[config.mk]
export PLATFORM = sky130hd
export DESIGN_NAME = ohlc_rem
export DESIGN_NICKNAME = d
export VERILOG_FILES = /design/src/rtl/core/ohlc_pkg.sv /design/src/rtl/core/ohlc_rem.sv
export SDC_FILE = /design/constraint.sdc
export NUM_CORES = 1
export LEC_CHECK = 0
export BUFFER_PORTS_ARGS = -buffer_cell sky130_fd_sc_hd__buf_2
export CORE_MARGIN = 2
export CORE_UTILIZATION = 45
export CTS_CLUSTER_SIZE = 10
export DETAILED_ROUTE_END_ITERATION = 7
export GPL_ROUTABILITY_DRIVEN = 1
export PLACE_DENSITY = 0.67
export SETUP_SLACK_MARGIN = 0.02
export SYNTH_ARGS = -nofsm -noshare
export SYNTH_HDL_FRONTEND = slang
export SYNTH_SLANG_ARGS = --single-unit
[constraint.sdc]
create_clock -name clk -period 5.2 [get_ports clk]
set_input_delay 0.52 -clock clk [delete_from_list [all_inputs] [get_ports clk]]
set_output_delay 0.52 -clock clk [all_outputs]
set_load 0.02 [all_outputs]
[src/rtl/core/ohlc_pkg.sv]
// shared types, constants and codes for the ohlc bar aggregator
`timescale 1ns / 1ps

package ohlc_pkg;

	localparam int NUM_SYMBOLS_DEF = 64;
	localparam int PRICE_BITS_DEF  = 32;

	localparam int SYM_W     = 8;
	localparam int TS_W      = 63;
	localparam int PX_W      = 32;
	localparam int OUT_SYM_W = 7;
	localparam int LEN_W     = 47;
	localparam int ACT_W     = 7;
	localparam int APB_DW    = 64;
	localparam int APB_AW    = 4;

	localparam logic [LEN_W-1:0] BAR_LEN_RESET = 47'd60000000000;
	localparam logic [ACT_W-1:0] ACTIVE_RESET  = 7'd64;

	localparam logic [APB_AW-1:0] ADDR_BAR_LEN = 4'h0;
	localparam logic [APB_AW-1:0] ADDR_ACTIVE  = 4'h8;

	typedef struct packed {
		logic [SYM_W-1:0] sym_code;
		logic [TS_W-1:0]  timestamp_ns;
		logic [PX_W-1:0]  price;
	} tick_t;

	typedef struct packed {
		logic [OUT_SYM_W-1:0] bar_symbol;
		logic [TS_W-1:0]      bar_start_ns;
		logic [PX_W-1:0]      bar_open;
		logic [PX_W-1:0]      bar_high;
		logic [PX_W-1:0]      bar_low;
		logic [PX_W-1:0]      bar_close;
	} bar_t;

	typedef struct packed {
		logic [LEN_W-1:0] bar_length_ns;
		logic [ACT_W-1:0] active_symbols;
	} cfg_t;

	typedef enum logic [1:0] {
		ST_IDLE,
		ST_EVAL,
		ST_REM
	} ohlc_state_t;

endpackage

[src/rtl/core/ohlc_rem.sv]
// iterative restoring remainder unit, one quotient bit per cycle
`timescale 1ns / 1ps

module ohlc_rem (
	input  logic                        clk,
	input  logic                        arst_n,
	input  logic                        start,
	input  logic [ohlc_pkg::TS_W-1:0]   dividend,
	input  logic [ohlc_pkg::LEN_W-1:0]  divisor,
	output logic                        done,
	output logic [ohlc_pkg::LEN_W-1:0]  remainder
);
	import ohlc_pkg::*;

	localparam int CNT_W = $clog2(TS_W);

	logic             busy_q;
	logic             done_q;
	logic [CNT_W-1:0] cnt_q;
	logic [TS_W-1:0]  dvd_q;
	logic [LEN_W-1:0] dvs_q;
	logic [LEN_W-1:0] rem_q;
	logic [LEN_W:0]   trial;
	logic [LEN_W:0]   diff;
	logic [LEN_W-1:0] rem_next;

	// partial remainder stays below the divisor, so it fits in LEN_W bits
	assign trial    = {rem_q, dvd_q[TS_W-1]};
	assign diff     = trial - {1'b0, dvs_q};
	assign rem_next = diff[LEN_W] ? trial[LEN_W-1:0] : diff[LEN_W-1:0];

	always_ff @(posedge clk or negedge arst_n) begin
		if (!arst_n) begin
			busy_q <= 1'b0;
			done_q <= 1'b0;
			cnt_q  <= '0;
		end else begin
			done_q <= 1'b0;
			if (start) begin
				busy_q <= 1'b1;
				cnt_q  <= CNT_W'(TS_W - 1);
			end else if (busy_q) begin
				cnt_q <= cnt_q - CNT_W'(1);
				if (cnt_q == '0) begin
					busy_q <= 1'b0;
					done_q <= 1'b1;
				end
			end
		end
	end

	always_ff @(posedge clk) begin
		if (start) begin
			dvd_q <= dividend;
			dvs_q <= divisor;
			rem_q <= '0;
		end else if (busy_q) begin
			dvd_q <= {dvd_q[TS_W-2:0], 1'b0};
			rem_q <= rem_next;
		end
	end

	assign done      = done_q;
	assign remainder = rem_q;

	a_no_restart: assert property (@(posedge clk) disable iff (!arst_n)
		start |-> !busy_q)
		else $error("remainder unit restarted while busy");

	a_done_after_busy: assert property (@(posedge clk) disable iff (!arst_n)
		done_q |-> !busy_q && $past(busy_q))
		else $error("remainder done without a run");

	a_rem_below_divisor: assert property (@(posedge clk) disable iff (!arst_n)
		done_q |-> rem_q < dvs_q)
		else $error("remainder not below divisor");

endmodule

# Yosys cells after proc, flatten, opt, wreduce, memory -nomap -nowiden
# Cells that the tools add are included.
# word_totals
register_bits	165
latch_bits	0
ram_bits	0
mem_bits_ro	0
in_bits	113
out_inout_bits	48
memories	0
# classes
n_addsub	2
multipliers	0
div_mod_pow	0
order_cmp	0
n_eq_ne	0
shift	0
mux	11
bitwise	0
n_reduce_logical	2
# ops
operator	count
$mux W63	2
$sub A48 B47 Y48	1
$mux W47	1
$mux W6	2
$logic_not A6 Y1	1
$mux W1	6
$sub A6 B1 Y6 const B	1
$reduce_bool A2 Y1	1

# Depth between registers and ports, before layout
# logic_depth
ltp_word	4
depth_mapped	13

# Worst setup path after synthesis
# Ideal clock, no wire load.
# synth_timing
kind	reg2reg
start	register dvd_q[62]
end	register rem_q[44], in the netlist remainder[44]
arrival_time_ns	3.127
required_ns	5.074
path_slack_ns	1.947
stages_incl_launch_ff	14
path_buffers	0
period_less_slack_ns	3.253
path_cell_list	edfxtp_1 > inv_1 > ha_1 > inv_1 > fa_1 > a21o_1 > a221oi_1 > and4b_1 > o31a_1 > o21ai_1 > o41ai_1 > a221oi_2 > mux2i_1 > o31ai_2
# synth_via
elab_chain_len	2
# synth_rtl
element	line	rtl
from (decl)	ohlc_rem.sv:20	logic [TS_W-1:0] dvd_q;
from (signal assigned)	ohlc_rem.sv:54	dvd_q <= dividend;
from (signal assigned)	ohlc_rem.sv:58	dvd_q <= {dvd_q[TS_W-2:0], 1'b0};
$sub A48 B47 Y48	ohlc_rem.sv:29	assign diff = trial - {1'b0, dvs_q};
$mux W47	ohlc_rem.sv:30	assign rem_next = diff[LEN_W] ? trial[LEN_W-1:0] : diff[LEN_W-1:0];
to (signal assigned)	ohlc_rem.sv:59	rem_q <= rem_next;
to (decl)	ohlc_rem.sv:22	logic [LEN_W-1:0] rem_q;
# Every way passes these cells.
# A chain may end at the register's enable or synchronous reset.

# Worst setup path after layout
# Same ends and word-level chain as after synthesis.

==> impl_metrics.env <==
export IMPL_slew_violations=0
export IMPL_antenna_left=0
export IMPL_finalSetupTns_ps=0
export IMPL_ys_types=68
export IMPL_numPortBuffers=160
export IMPL_cp_cell_sequence="inv_1 -> ha_1 -> inv_1 -> fa_1 -> a21o_1 -> a221oi_1 -> and4b_1 -> o31a_1 -> o21ai_1 -> o41ai_1 -> a221oi_2 -> mux2i_1 -> o31ai_2"
export IMPL_synth_edf_count=110
export IMPL_critPathLaunchType="flip-flop"
export IMPL_status="complete, no violations"
export IMPL_design_core_area_mm2=0.0204
export IMPL_die_x_um=148
export IMPL_area_growth_syn_to_layout_pct=16.7
export IMPL_drt_total_wl_um=22400
export IMPL_io_pins=161
export IMPL_reg2reg_slack_ps=1420
export IMPL_synth_most_common_cell="edfxtp_1"
export IMPL_drive_gt1_share_pct=26.4
export IMPL_syn_area_mm2=0.00939
export IMPL_yosys_top_cells_count="110 x edfxtp_1, 99 x nand2_1, 62 x mux2_2"
export IMPL_avgViaCountPerCell=5.54
export IMPL_cts_root_buffer="clkbuf_16"
export IMPL_clockBufferDepth=2
export IMPL_route_detailed_drc=0
export IMPL_relSlewSlack_pct=28.0
export IMPL_fin_crit_ps=3780
export IMPL_grt_max_degree=64
export IMPL_holdPathStages=1
export IMPL_cts_tree="yes"
export IMPL_via_count=7317
export IMPL_timing_rr_end="remainder[44]$_SDFFE_PP0P_"
export IMPL_ys_top_cells_by_area="edfxtp_1 35%, dfxtp_1 10%, mux2_2 7.4%"
export IMPL_grt_usage_pct=20.8
export IMPL_holdPathEnd="dvs_q[46]$_DFFE_PP_"
export IMPL_r2r_cells=13
export IMPL_slowest_delay_ps=620
export IMPL_synth_cells=896
export IMPL_crit_path_top_delay_cell="a221oi_1"
export IMPL_post_cts_buffers=0
export IMPL_ctsResizeCount=0
export IMPL_rows=52
export IMPL_dpl_hpwl_um=16000
export IMPL_die_area_mm2=0.0220
export IMPL_p_leak_nw=4.74
export IMPL_grt_pass1_wl_um=36500
export IMPL_wl_per_cell_um=17.0
export IMPL_yosys_most_used_dff="edfxtp_1"
export IMPL_max_freq_ghz=0.265
export IMPL_place_gp_congestion=0.903
export IMPL_synth_top_area_cell="edfxtp_1"
export IMPL_yosysSeqAreaShare_pct=47.3
export IMPL_crit_type="reg -> reg"
export IMPL_worst_ir_drop_vdd_uv=187
export IMPL_nets=1199
export IMPL_multi_input_area_mm2=0.00452
export IMPL_fill_cells=1795
export IMPL_cp_required_ps=5510
export IMPL_critPathCaptureType="flip-flop"
export IMPL_synth_nets=1059
export IMPL_clock_sinks=165
export IMPL_hold_viol_final=0
export IMPL_critPathLaunch="dvd_q[62]$_DFFE_PP_"
export IMPL_syn_avg_cell_area_um2=10.5
export IMPL_cpMostUsedCell="inv_1"
export IMPL_synthArstFlopShare_pct=4.85
export IMPL_seqCellArea_mm2=0.00445
export IMPL_worstHoldStart="divisor[46]"
export IMPL_fin_skew_ps=10.7
export IMPL_tightest_slew_ps=1080
export IMPL_insertion_delay_ps=430
export IMPL_drt_initial_drc_count=447
export IMPL_finalSetupViolCount=0
export IMPL_synth_seq_cells=165
export IMPL_clk_pin_slew_ps=80
export IMPL_timing_max_cap_violations=0
export IMPL_fin_cells=1320
export IMPL_utilization_pct=53.8
export IMPL_rsz0062_at_grt="no"
export IMPL_fin_crit_sh_pct=72.7
export IMPL_synth_top_area_share_pct=35.2
export IMPL_drtPass1Iterations=6
export IMPL_grt_pass1_vias=7131
export IMPL_r2r_start="dvd_q[62]$_DFFE_PP_"
export IMPL_arrival_ps=4090
export IMPL_initial_core_util_pct=46.1
export IMPL_power_density_mw_per_mm2=280
export IMPL_die_h_um=148
export IMPL_worst_path_max_fanout=5
export IMPL_overflow=0
export IMPL_numCtsBuffers=17
export IMPL_antenna_found_initial=2
export IMPL_ys_warn_count=0
export IMPL_dp_cells=1286
export IMPL_cts_max_level=4
export IMPL_hold_path_class="in -> reg"
[sequential cells by signal, indices dropped and copies added (netlist names)]
signal,flops
busy_q,1
done,1
remainder,47
cnt_q,6
dvs_q,47
dvd_q,63
[critical path, delay by kind of cell, from the launching register on]
kind,cells,cell delay [ps]
fa+ha+maj,2,550
mux,1,260
buf+inv,2,130
compound gates,7,2080
simple gates,1,290
flops,1,360
[layout make-up]
type | count | area share, %
multi-input combinational | 624 | 41.2
sequential | 165 | 40.6
timing repair buffer | 169 | 8.00
clock buffer | 18 | 3.91
tap | 270 | 3.08
inverter | 59 | 2.02
clock inverter | 14 | 1.22
antenna | 1 | 0.0228
[layout by cell type (no fill, tap or decap), types with 10 or more instances in the layout]
master / instances
buf_2: 159
edfxtp_1: 110
nand2_1: 99
mux2_2: 62
inv_1: 58
a21oi_1: 55
nor2_1: 53
ha_1: 49
dfxtp_1: 47
o21ai_0: 42
xnor2_1: 29
a21o_1: 23
a311oi_1: 22
nand4_1: 17
xor2_1: 17
clkbuf_16: 17
mux2i_1: 11
and3_1: 10
[report_power, final]
| part | switching [W] | internal, W |
|---|---|---|
| Clock | 0.000592 | 0.000636 |
| Sequential | 0.0000283 | 0.00149 |
| Combinational | 0.000172 | 0.000150 |
| Total | 0.000793 | 0.00228 |
[worst max path at each step]
stage                                  to
2_1_floorplan  remainder[44]$_SDFFE_PP0P_
3_3_place_gp   remainder[44]$_SDFFE_PP0P_
3_5_place_dp   remainder[44]$_SDFFE_PP0P_
4_1_cts        remainder[44]$_SDFFE_PP0P_
5_1_grt        remainder[44]$_SDFFE_PP0P_
6_report       remainder[44]$_SDFFE_PP0P_
[cell families (layout without fill, tap and decap cells)]
family                     count (synthesis)  after routing  share of synthesized area (%)
other                                      0              1                              0
DFF                                      165            165                           47.3
buffers and inverters                    107            260                           4.74
muxes                                     73             73                           8.60
xor gates and xnor gates                  48             48                           4.64
and+or+nand+nor                          232            232                           11.6
AOI/OAI and AO/OA                        221            221                           16.4
adders and majority gates                 50             50                           6.74
[metal layers]
metal / vias up / wire [um] / GRT usage (%)
li1: 3576 / - / -
met1: 3478 / 10200 / 27.7
met2: 234 / 10200 / 32.6
met3: 27 / 1690 / 6.93
met4: 2 / 283 / 5.38
met5: - / 16 / 0
[through the flow]
stage / area, um2 / hold slack (ps) / total power, W / setup WS [ps]
final: 11000 / 257 / 0.00307 / 1420
after global routing: 11000 / 231 / 0.00320 / 1190
after CTS: 11000 / 240 / 0.00310 / 1430
after detailed placement: 10400 / 374 / 0.00187 / 1440
after global placement: 10400 / 373 / 0.00186 / 1520
after floorplan: 9390 / 224 / 0.00176 / 1950
[timing repair]
action | in CTS | in global routing
setup endpoints to repair | 0 | 0
hold endpoints to repair | 8 | 0
hold buffers | 1 | 0
(Power assumes the default switching activity.)
