### src/rtl/core/ohlc_pkg.sv
// shared types, constants and codes for the ohlc bar aggregator
`timescale 1ns / 1ps

package ohlc_pkg;

	localparam int NUM_SYMBOLS_DEF = 64;
	localparam int PRICE_BITS_DEF  = 32;

	localparam int SYM_W     = 8;
	localparam int TS_W      = 63;
	localparam int PX_W      = 32;
	localparam int OUT_SYM_W = 7;
	localparam int LEN_W     = 47;
	localparam int ACT_W     = 7;
	localparam int APB_DW    = 64;
	localparam int APB_AW    = 4;

	localparam logic [LEN_W-1:0] BAR_LEN_RESET = 47'd60000000000;
	localparam logic [ACT_W-1:0] ACTIVE_RESET  = 7'd64;

	localparam logic [APB_AW-1:0] ADDR_BAR_LEN = 4'h0;
	localparam logic [APB_AW-1:0] ADDR_ACTIVE  = 4'h8;

	typedef struct packed {
		logic [SYM_W-1:0] sym_code;
		logic [TS_W-1:0]  timestamp_ns;
		logic [PX_W-1:0]  price;
	} tick_t;

	typedef struct packed {
		logic [OUT_SYM_W-1:0] bar_symbol;
		logic [TS_W-1:0]      bar_start_ns;
		logic [PX_W-1:0]      bar_open;
		logic [PX_W-1:0]      bar_high;
		logic [PX_W-1:0]      bar_low;
		logic [PX_W-1:0]      bar_close;
	} bar_t;

	typedef struct packed {
		logic [LEN_W-1:0] bar_length_ns;
		logic [ACT_W-1:0] active_symbols;
	} cfg_t;

	typedef enum logic [1:0] {
		ST_IDLE,
		ST_EVAL,
		ST_REM
	} ohlc_state_t;

endpackage

### src/rtl/core/ohlc_cfg.sv
// apb register block for bar length and active symbol count
`timescale 1ns / 1ps

module ohlc_cfg (
	input  logic                         clk,
	input  logic                         arst_n,
	input  logic                         psel,
	input  logic                         penable,
	input  logic                         pwrite,
	input  logic [ohlc_pkg::APB_AW-1:0]  paddr,
	input  logic [ohlc_pkg::APB_DW-1:0]  pwdata,
	output logic [ohlc_pkg::APB_DW-1:0]  prdata,
	output logic                         pready,
	output ohlc_pkg::cfg_t               cfg
);
	import ohlc_pkg::*;

	cfg_t cfg_q;
	logic wr_en;

	assign pready = 1'b1;
	assign wr_en  = psel & penable & pwrite;
	assign cfg    = cfg_q;

	always_ff @(posedge clk or negedge arst_n) begin
		if (!arst_n) begin
			cfg_q.bar_length_ns  <= BAR_LEN_RESET;
			cfg_q.active_symbols <= ACTIVE_RESET;
		end else if (wr_en) begin
			if (paddr == ADDR_BAR_LEN) begin
				cfg_q.bar_length_ns <= pwdata[LEN_W-1:0];
			end
			if (paddr == ADDR_ACTIVE) begin
				cfg_q.active_symbols <= pwdata[ACT_W-1:0];
			end
		end
	end

	always_comb begin
		prdata = '0;
		if (paddr == ADDR_BAR_LEN) begin
			prdata = {{(APB_DW-LEN_W){1'b0}}, cfg_q.bar_length_ns};
		end else if (paddr == ADDR_ACTIVE) begin
			prdata = {{(APB_DW-ACT_W){1'b0}}, cfg_q.active_symbols};
		end
	end

endmodule

### config.mk
export PLATFORM = sky130hd
export DESIGN_NAME = ohlc_cfg
export DESIGN_NICKNAME = d
export VERILOG_FILES = /design/src/rtl/core/ohlc_pkg.sv /design/src/rtl/core/ohlc_cfg.sv
export SDC_FILE = /design/constraint.sdc
export NUM_CORES = 1
export LEC_CHECK = 0
export BUFFER_PORTS_ARGS = -buffer_cell sky130_fd_sc_hd__buf_4
export CAP_MARGIN = 20
export CELL_PAD_IN_SITES_DETAIL_PLACEMENT = 1
export CELL_PAD_IN_SITES_GLOBAL_PLACEMENT = 1
export CORE_UTILIZATION = 29
export DETAILED_ROUTE_END_ITERATION = 7
export PLACE_DENSITY_LB_ADDON = 0.1
export SLEW_MARGIN = 40
export SYNTH_ARGS = -nofsm -noshare
export SYNTH_HDL_FRONTEND = slang
export SYNTH_SLANG_ARGS = --single-unit
### constraint.sdc
create_clock -name clk -period 1.29 [get_ports clk]
set_input_delay 0.0645 -clock clk [delete_from_list [all_inputs] [get_ports clk]]
set_output_delay 0.0645 -clock clk [all_outputs]
set_load 0.01 [all_outputs]
=== Word level (Yosys, flattened, before mapping) ===
Cells that the tools add are included.

* Register bits: 54
* Input bits: 73
* Output and inout bits: 119
* Logic and storage cells: 10

* Equal/unequal tests: 1
* Muxes and demuxes: 2
* Bitwise gates (word level): 2
* Reduce and logical (&&, ||, !) cells: 3

{| class="wikitable"
|+ Operators by type and width
! cell !! number
|-
| two-way mux 47 bit || 1
|-
| two-way mux 7 bit || 1
|-
| equality test 4 bit, second input constant || 1
|-
| zero test 4 bit || 1
|-
| AND reduction 2 bit || 2
|-
| AND 1 bit || 2
|}

=== Longest topological paths before layout ===
Gate-level depths: netlist of run 1.

* Word-level depth: 3
* Depth in mapped cells: 5
* Mapped depth without buffers: 3

=== Least setup slack after synthesis of run 1 ===
OpenSTA, ideal clock, no wires.

* Kind: input -> register
* Start point: input paddr[1] (netlist bit)
* End point: register cfg_q, in the netlist cfg[15]
* Setup time: 0.127 ns
* Data arrival time: 1.204 ns
* Required time: 1.163 ns
* Path slack: -0.042 ns
* Stages: 5
* Buffers on the path: 2
* Cells stage by stage: nor4_2 > and4_1 > buf_6 > buf_8 > mux2_1

* Cells in the longest elaborated chain, start to end: 2

{| class="wikitable"
|+ RTL lines
! element !! line !! text
|-
| from (decl) || ohlc_cfg.sv:10 || <nowiki>input logic [ohlc_pkg::APB_AW-1:0] paddr,</nowiki>
|-
| zero test 4 bit || ohlc_cfg.sv:30 || <nowiki>if (paddr == ADDR_BAR_LEN) begin</nowiki>
|-
| AND reduction 2 bit (no source line) || -- ||
|-
| to (decl) || ohlc_cfg.sv:18 || <nowiki>cfg_t cfg_q;</nowiki>
|}

Every way passes these cells.
A chain may end at the register's enable or synchronous reset.

=== Worst setup path after layout of run 1 ===
* Start point: input paddr[1] (netlist bit)
* End point: register cfg_q, in the netlist cfg[27]

Same word-level chain as after synthesis.

==> results.yml, run 1 <==
outcome:
  status: "finished clean"
clocking:
  cts.htree.levels: 2
  root_buffer: "clkbuf_8"
  clk_latency_ps: 310
  cts_buffers: 5
  cts_tree: "built"
  cts_setup_buffers: 0
  cts_buffer_depth: 2
  clock_sinks: 54
  path_clk_slew_ps: 90
pwr:
  clockPowerShare_pct: 25.8
  seqPwrFrac_pct: 49.5
  swShare_pct: 26.27
  internal-power_mw: 3.200
  peakVddDrop_mv: 0.4134
  power_frac_comb_pct: 24.7
  leakage_nw: 2.303
  powerDensity_mw_per_mm2: 976.2
  p_sw_mw: 1.140
timing:
  hold_violations: 0
  finalSetupViolations: 0
  fin_ws_ps: 90.30
  fin_crit_ps: 1200
  tns_ps: 0
  fin_crit_sh_pct: 93.00
  max_freq_ghz: 0.8335
  rsz0062_at_grt: "false"
  finalMaxSlewViolations: 0
  fin_skew_ps: 0
route:
  remaining_drc_errors: 0
  vias: 2193
  drtIter0Drc: 27
  drt_wl_total_mm: 7.458
  drtPass1Iterations: 4
  ant_nets: 0
  routed_via_density: 4.317
  wl_per_cell_um: 14.68
setup_path:
  cp_slowest_cell: "and4_2"
  ff2ff_path_depth: 1
  r2r_slack_ps: 470
  crit_type: "in2reg"
  path_cells: "buf_4, nor4_4, and4_2, buf_12, mux2_1"
  worst_r2r_endpoint: "cfg[27]"
  cp-end-kind: "flop"
  arrival_ps: 1390
  start_kind: "input pin"
  cp.required_ps: 1480
  cpPeakStageDelay_ps: 350
  crit_path_max_fanout: 20
  timing.rr.start: "cfg[27]"
  critical_path.startpoint: "paddr[1]"
global_route:
  gr-total-overflow: 0
  grt_use_total_pct: 16.21
  grtUsageMet1_pct: 19.47
  grt_max_degree: 48
  grt_pass1_vias: 2210
  grt.met2_usage_pct: 28.90
  grt_pass1_wl_mm: 11.37
  antenna_found_initial: 0
  grt_util_met3_pct: 3.476
  busiest_layer: "met2"
floorplan:
  fp.dieH_um: 96.30
  design.core.area_mm2: 0.008678
  die_area_mm2: 0.009274
  ios: 192
  fp-row-count: 34
  die_x_um: 96.30
  start_util_pct: 29.71
synthesis:
  synth_top_family_by_area: "multiplexers"
  synth-simple-area-share_pct: 11.79
  synth_mux_area_share_pct: 23.58
  ys_warn_count: 0
  synth_compound_area_share_pct: 2.377
  synth_seq_cells: 54
  synthDistinctLibCells: 15
  synthAdderAreaFrac_pct: 0
  seq_area_frac_synth_pct: 53.18
  postSynthCellCount: 190
  syn_avg_cell_area_um2: 13.57
  syn_area_mm2: 0.002579
  synthXorXnorAreaFrac_pct: 0
cells_and_area:
  final_common_cell: "buf_4"
  area_growth_pct: 72.39
  nets: 472
  diodes: 0
  largest_reg_flops: 54
  final_cell_mix: "buf_4, dlygate4sd3_1, and2_1"
  layout-drive-gt1-share_pct: 54.50
  finish.utilization_pct: 51.23
  final_cells: 508
min_path:
  hold_class: "in2async"
flow_run:
  cap_violations: 0
placement:
  io_buffers: 156
  dp_cells: 452
  hpwl_mm: 5.080
  gp_routability_congestion: 0.7326
  pre_cts_ws_ps: -194.0
-- worst max-delay path: cells and delay by family --
| family | cells | cell delay, ps |
|---|---|---|
| simple gates | 2 | 660 |
| mux | 1 | 340 |
| buf+inv | 2 | 310 |
-- cells by family after synthesis --
kind of cell,after synthesis
other,2
and+or+nand+nor,44
muxes,54
AOI/OAI and AO/OA,7
DFF,54
buffers and inverters,29
-- how the worst max path moves through the flow --
stage	to	slack [ps]	depth (start not counted)
finish	cfg[27]	90	5
floorplan	cfg[15]	-5	5
global route	prdata[6]	30	5
global placement	cfg[47]	-170	5
CTS	prdata[4]	70	5
detailed placement	cfg[27]	-190	5
-- power by group through the flow --
stage / clock network [mW] / registers [mW] / logic, mW
floorplan: 0 / 2.24 / 0.284
global placement: 0 / 2.18 / 0.936
detailed placement: 0 / 2.18 / 0.958
CTS: 1.18 / 2.15 / 1.08
global route: 1.24 / 2.19 / 1.17
finish: 1.12 / 2.15 / 1.07
-- timing repair --
item,4_1_cts,5_1_grt
hold buffers,48,0
resized for setup,1,2
gates cloned,0,0
endpoints found under the setup margin,12,1
hold endpoints to repair,102,0
-- synthesized netlist by cell type --
| cell | n | share of area (%) |
|---|---|---|
| nor4b_4 | 1 | 0.92 |
| nor4_2 | 1 | 0.49 |
| buf_2 | 1 | 0.19 |
| conb_1 | 2 | 0.29 |
| a22o_1 | 7 | 2.4 |
| buf_4 | 20 | 5.8 |
| and4_1 | 2 | 0.68 |
| dfstp_2 | 16 | 16 |
| mux2_2 | 24 | 10 |
| dfrtp_1 | 38 | 37 |
| buf_6 | 1 | 0.44 |
| mux2_1 | 30 | 13 |
| clkbuf_1 | 4 | 0.58 |
| and2_1 | 40 | 9.7 |
| buf_8 | 3 | 1.7 |
-- stage by stage --
stage                     power, mW  hold slack [ps]  area, um2
after floorplan               2.526           -231.1       2648
after global placement        3.114           -8.982       3849
after detailed placement      3.139           -4.265       3849
after CTS                     4.412            212.7       4442
after global routing          4.602            213.8       4446
final                         4.340            201.4       4446
-- layout make-up --
type / instances / area (um2)
Fill cell: 968 / 4233
Timing Repair Buffer: 215 / 1779
Sequential cell: 54 / 1371
Multi-Input combinational cell: 123 / 1051
Tap cell: 108 / 135.1
Clock buffer: 5 / 68.82
Clock inverter: 3 / 40.04
-- layer usage --
metal / vias to the layer above / routed length [um]
met1: 1067 / 2860
met5: - / 0
met3: 11 / 488
li1: 1018 / -
met4: 0 / 116
met2: 97 / 3992
No activity file was read; power rests on OpenSTA's default activity.
==> run 2, diff against run 1 <==
Settings changed: RECOVER_POWER set to 100, REMOVE_ABC_BUFFERS set to 1.
==> results.yml, run 2 (same netlist as run 1, synthesis figures left out) <==
setup_path:
  timing.rr.start: "cfg[32]"
  cp.required_ps: 1480
  crit_type: "in2reg"
  crit_path_max_fanout: 7
  r2r_slack_ps: 470
  arrival_ps: 1410
  worst_r2r_endpoint: "cfg[32]"
  ff2ff_path_depth: 1
  cp-end-kind: "flop"
  cpMostUsedCell: "buf_4"
  cp_slowest_cell: "mux2_2"
  cpPeakStageDelay_ps: 360
  path_cells: "buf_4, buf_4, nor4b_4, and4_1, clkbuf_2, mux2_2"
  start_kind: "input pin"
clocking:
  clk_latency_ps: 290
  clock_sinks: 54
  cts.htree.levels: 2
  path_clk_slew_ps: 100
  cts_buffer_depth: 2
  cts_buffers: 5
  cts_setup_buffers: 0
  cts_tree: "built"
  root_buffer: "clkbuf_8"
cells_and_area:
  multi_input_area_mm2: 0.001051
  diodes: 0
  fin_area_mm2: 0.004163
  layout-drive-gt1-share_pct: 33.92
  regArea_mm2: 0.001371
  final_cell_mix: "buf_4, clkbuf_1, dlygate4sd3_1"
  finish.utilization_pct: 47.97
  area_growth_pct: 61.43
  final_common_cell: "buf_4"
  largest_reg_flops: 54
  final_cells: 506
  nets: 470
  fillCellCount: 993
timing:
  hold_violations: 0
  fin_crit_sh_pct: 94.68
  fin_crit_ps: 1221
  finalMaxSlewViolations: 0
  relSlewSlack_pct: 51.21
  finalSetupViolations: 0
  worst_pin_slew_ps: 731.8
  fin_skew_ps: 0
  rsz0062_at_grt: "false"
  max_freq_ghz: 0.8187
  fin_ws_ps: 68.59
flow_run:
  cap_violations: 0
route:
  vias: 2176
  drtIter0Drc: 14
  wl_per_cell_um: 13.92
  ant_nets: 0
  drt_wl_total_mm: 7.045
  drtPass1Iterations: 6
  routed_via_density: 4.300
  remaining_drc_errors: 0
floorplan:
  design.core.area_mm2: 0.008678
  die_x_um: 96.30
  fp-row-count: 34
  fp.dieH_um: 96.30
  die_area_mm2: 0.009274
  ios: 192
  start_util_pct: 29.71
global_route:
  gr-total-overflow: 0
  grt_use_total_pct: 15.02
  grt_max_degree: 48
  grt_pass1_vias: 2170
  antenna_found_initial: 0
  grt_pass1_wl_mm: 10.67
placement:
  pre_cts_ws_ps: -202.5
  placed_cell_area_mm2: 0.003834
  gp_routability_congestion: 0.6437
  hpwl_mm: 4.999
  dp_cells: 450
  io_buffers: 156
pwr:
  leakage_nw: 1.999
  powerDensity_mw_per_mm2: 957.3
  peakVddDrop_mv: 0.4367
min_path:
  hold_class: "in2async"
outcome:
  status: "finished clean"
[run 2: cell types whose count changed in the layout (fill, tap and decap cells not counted)]
cell / delta
dfstp_1: +16
bufinv_16: -1
clkbuf_8: +1
and2_1: -17
clkbuf_1: +65
and2_0: +17
clkbuf_2: +5
dfstp_2: -16
buf_4: -70
clkinv_2: -2
[run 2: timing repair]
action / 4_1_cts / 5_1_grt
hold buffers: 48 / 0
gates resized for setup: 1 / 2
pin swaps: 0 / 0
endpoints found under the hold margin: 78 / 0
setup endpoints to repair: 4 / 1
[run 2: stage by stage]
| stage | TNS (ps) | power (mW) | hold WS [ps] |
|---|---|---|---|
| CTS | 0 | 4.226 | 224.1 |
| finish | 0 | 3.985 | 340.9 |
| global route | 0 | 4.239 | 426.0 |
| detailed placement | -8933 | 3.132 | 12.64 |
| floorplan | -130740 | 2.479 | -231.1 |
| global placement | -7437 | 3.107 | 11.59 |
[run 2: area by class of cell]
cell class / instances / area share (%)
Clock buffer: 8 / 2.164
Multi-Input combinational cell: 123 / 25.25
Sequential cell: 54 / 32.94
Tap cell: 108 / 3.246
Timing Repair Buffer: 213 / 36.40
[run 2: layer usage]
metal	GRT usage [%]	routed length (um)	up-vias
li1	-	-	1019
met1	18.27	2901	1068
met2	27.25	3643	85
met3	3.081	445	4
met4	3.186	54	0
met5	0	0	-
[run 2: power breakdown]
part           switching [mW]  internal (mW)
clock network           0.505          0.439
registers               0.164           1.94
logic                   0.412          0.520
total                    1.08           2.90
[run 2: worst max-delay path by stage]
stage                  start    endpoint  slack (ps)  cells after the start
floorplan           paddr[0]     cfg[10]       -2180                      3
global placement    paddr[1]     cfg[46]        -170                      5
detailed placement  paddr[1]     cfg[11]        -200                      5
CTS                 paddr[1]   prdata[2]          80                      5
global route        paddr[1]  prdata[39]          10                      5
finish              paddr[0]      cfg[0]          70                      6
[run 2: worst max-delay path, delay by kind of cell]
| family | cells | cell delay (ps) |
|---|---|---|
| buffers and inverters | 3 | 490 |
| multiplexers | 1 | 360 |
| AND/OR/NAND/NOR | 2 | 490 |
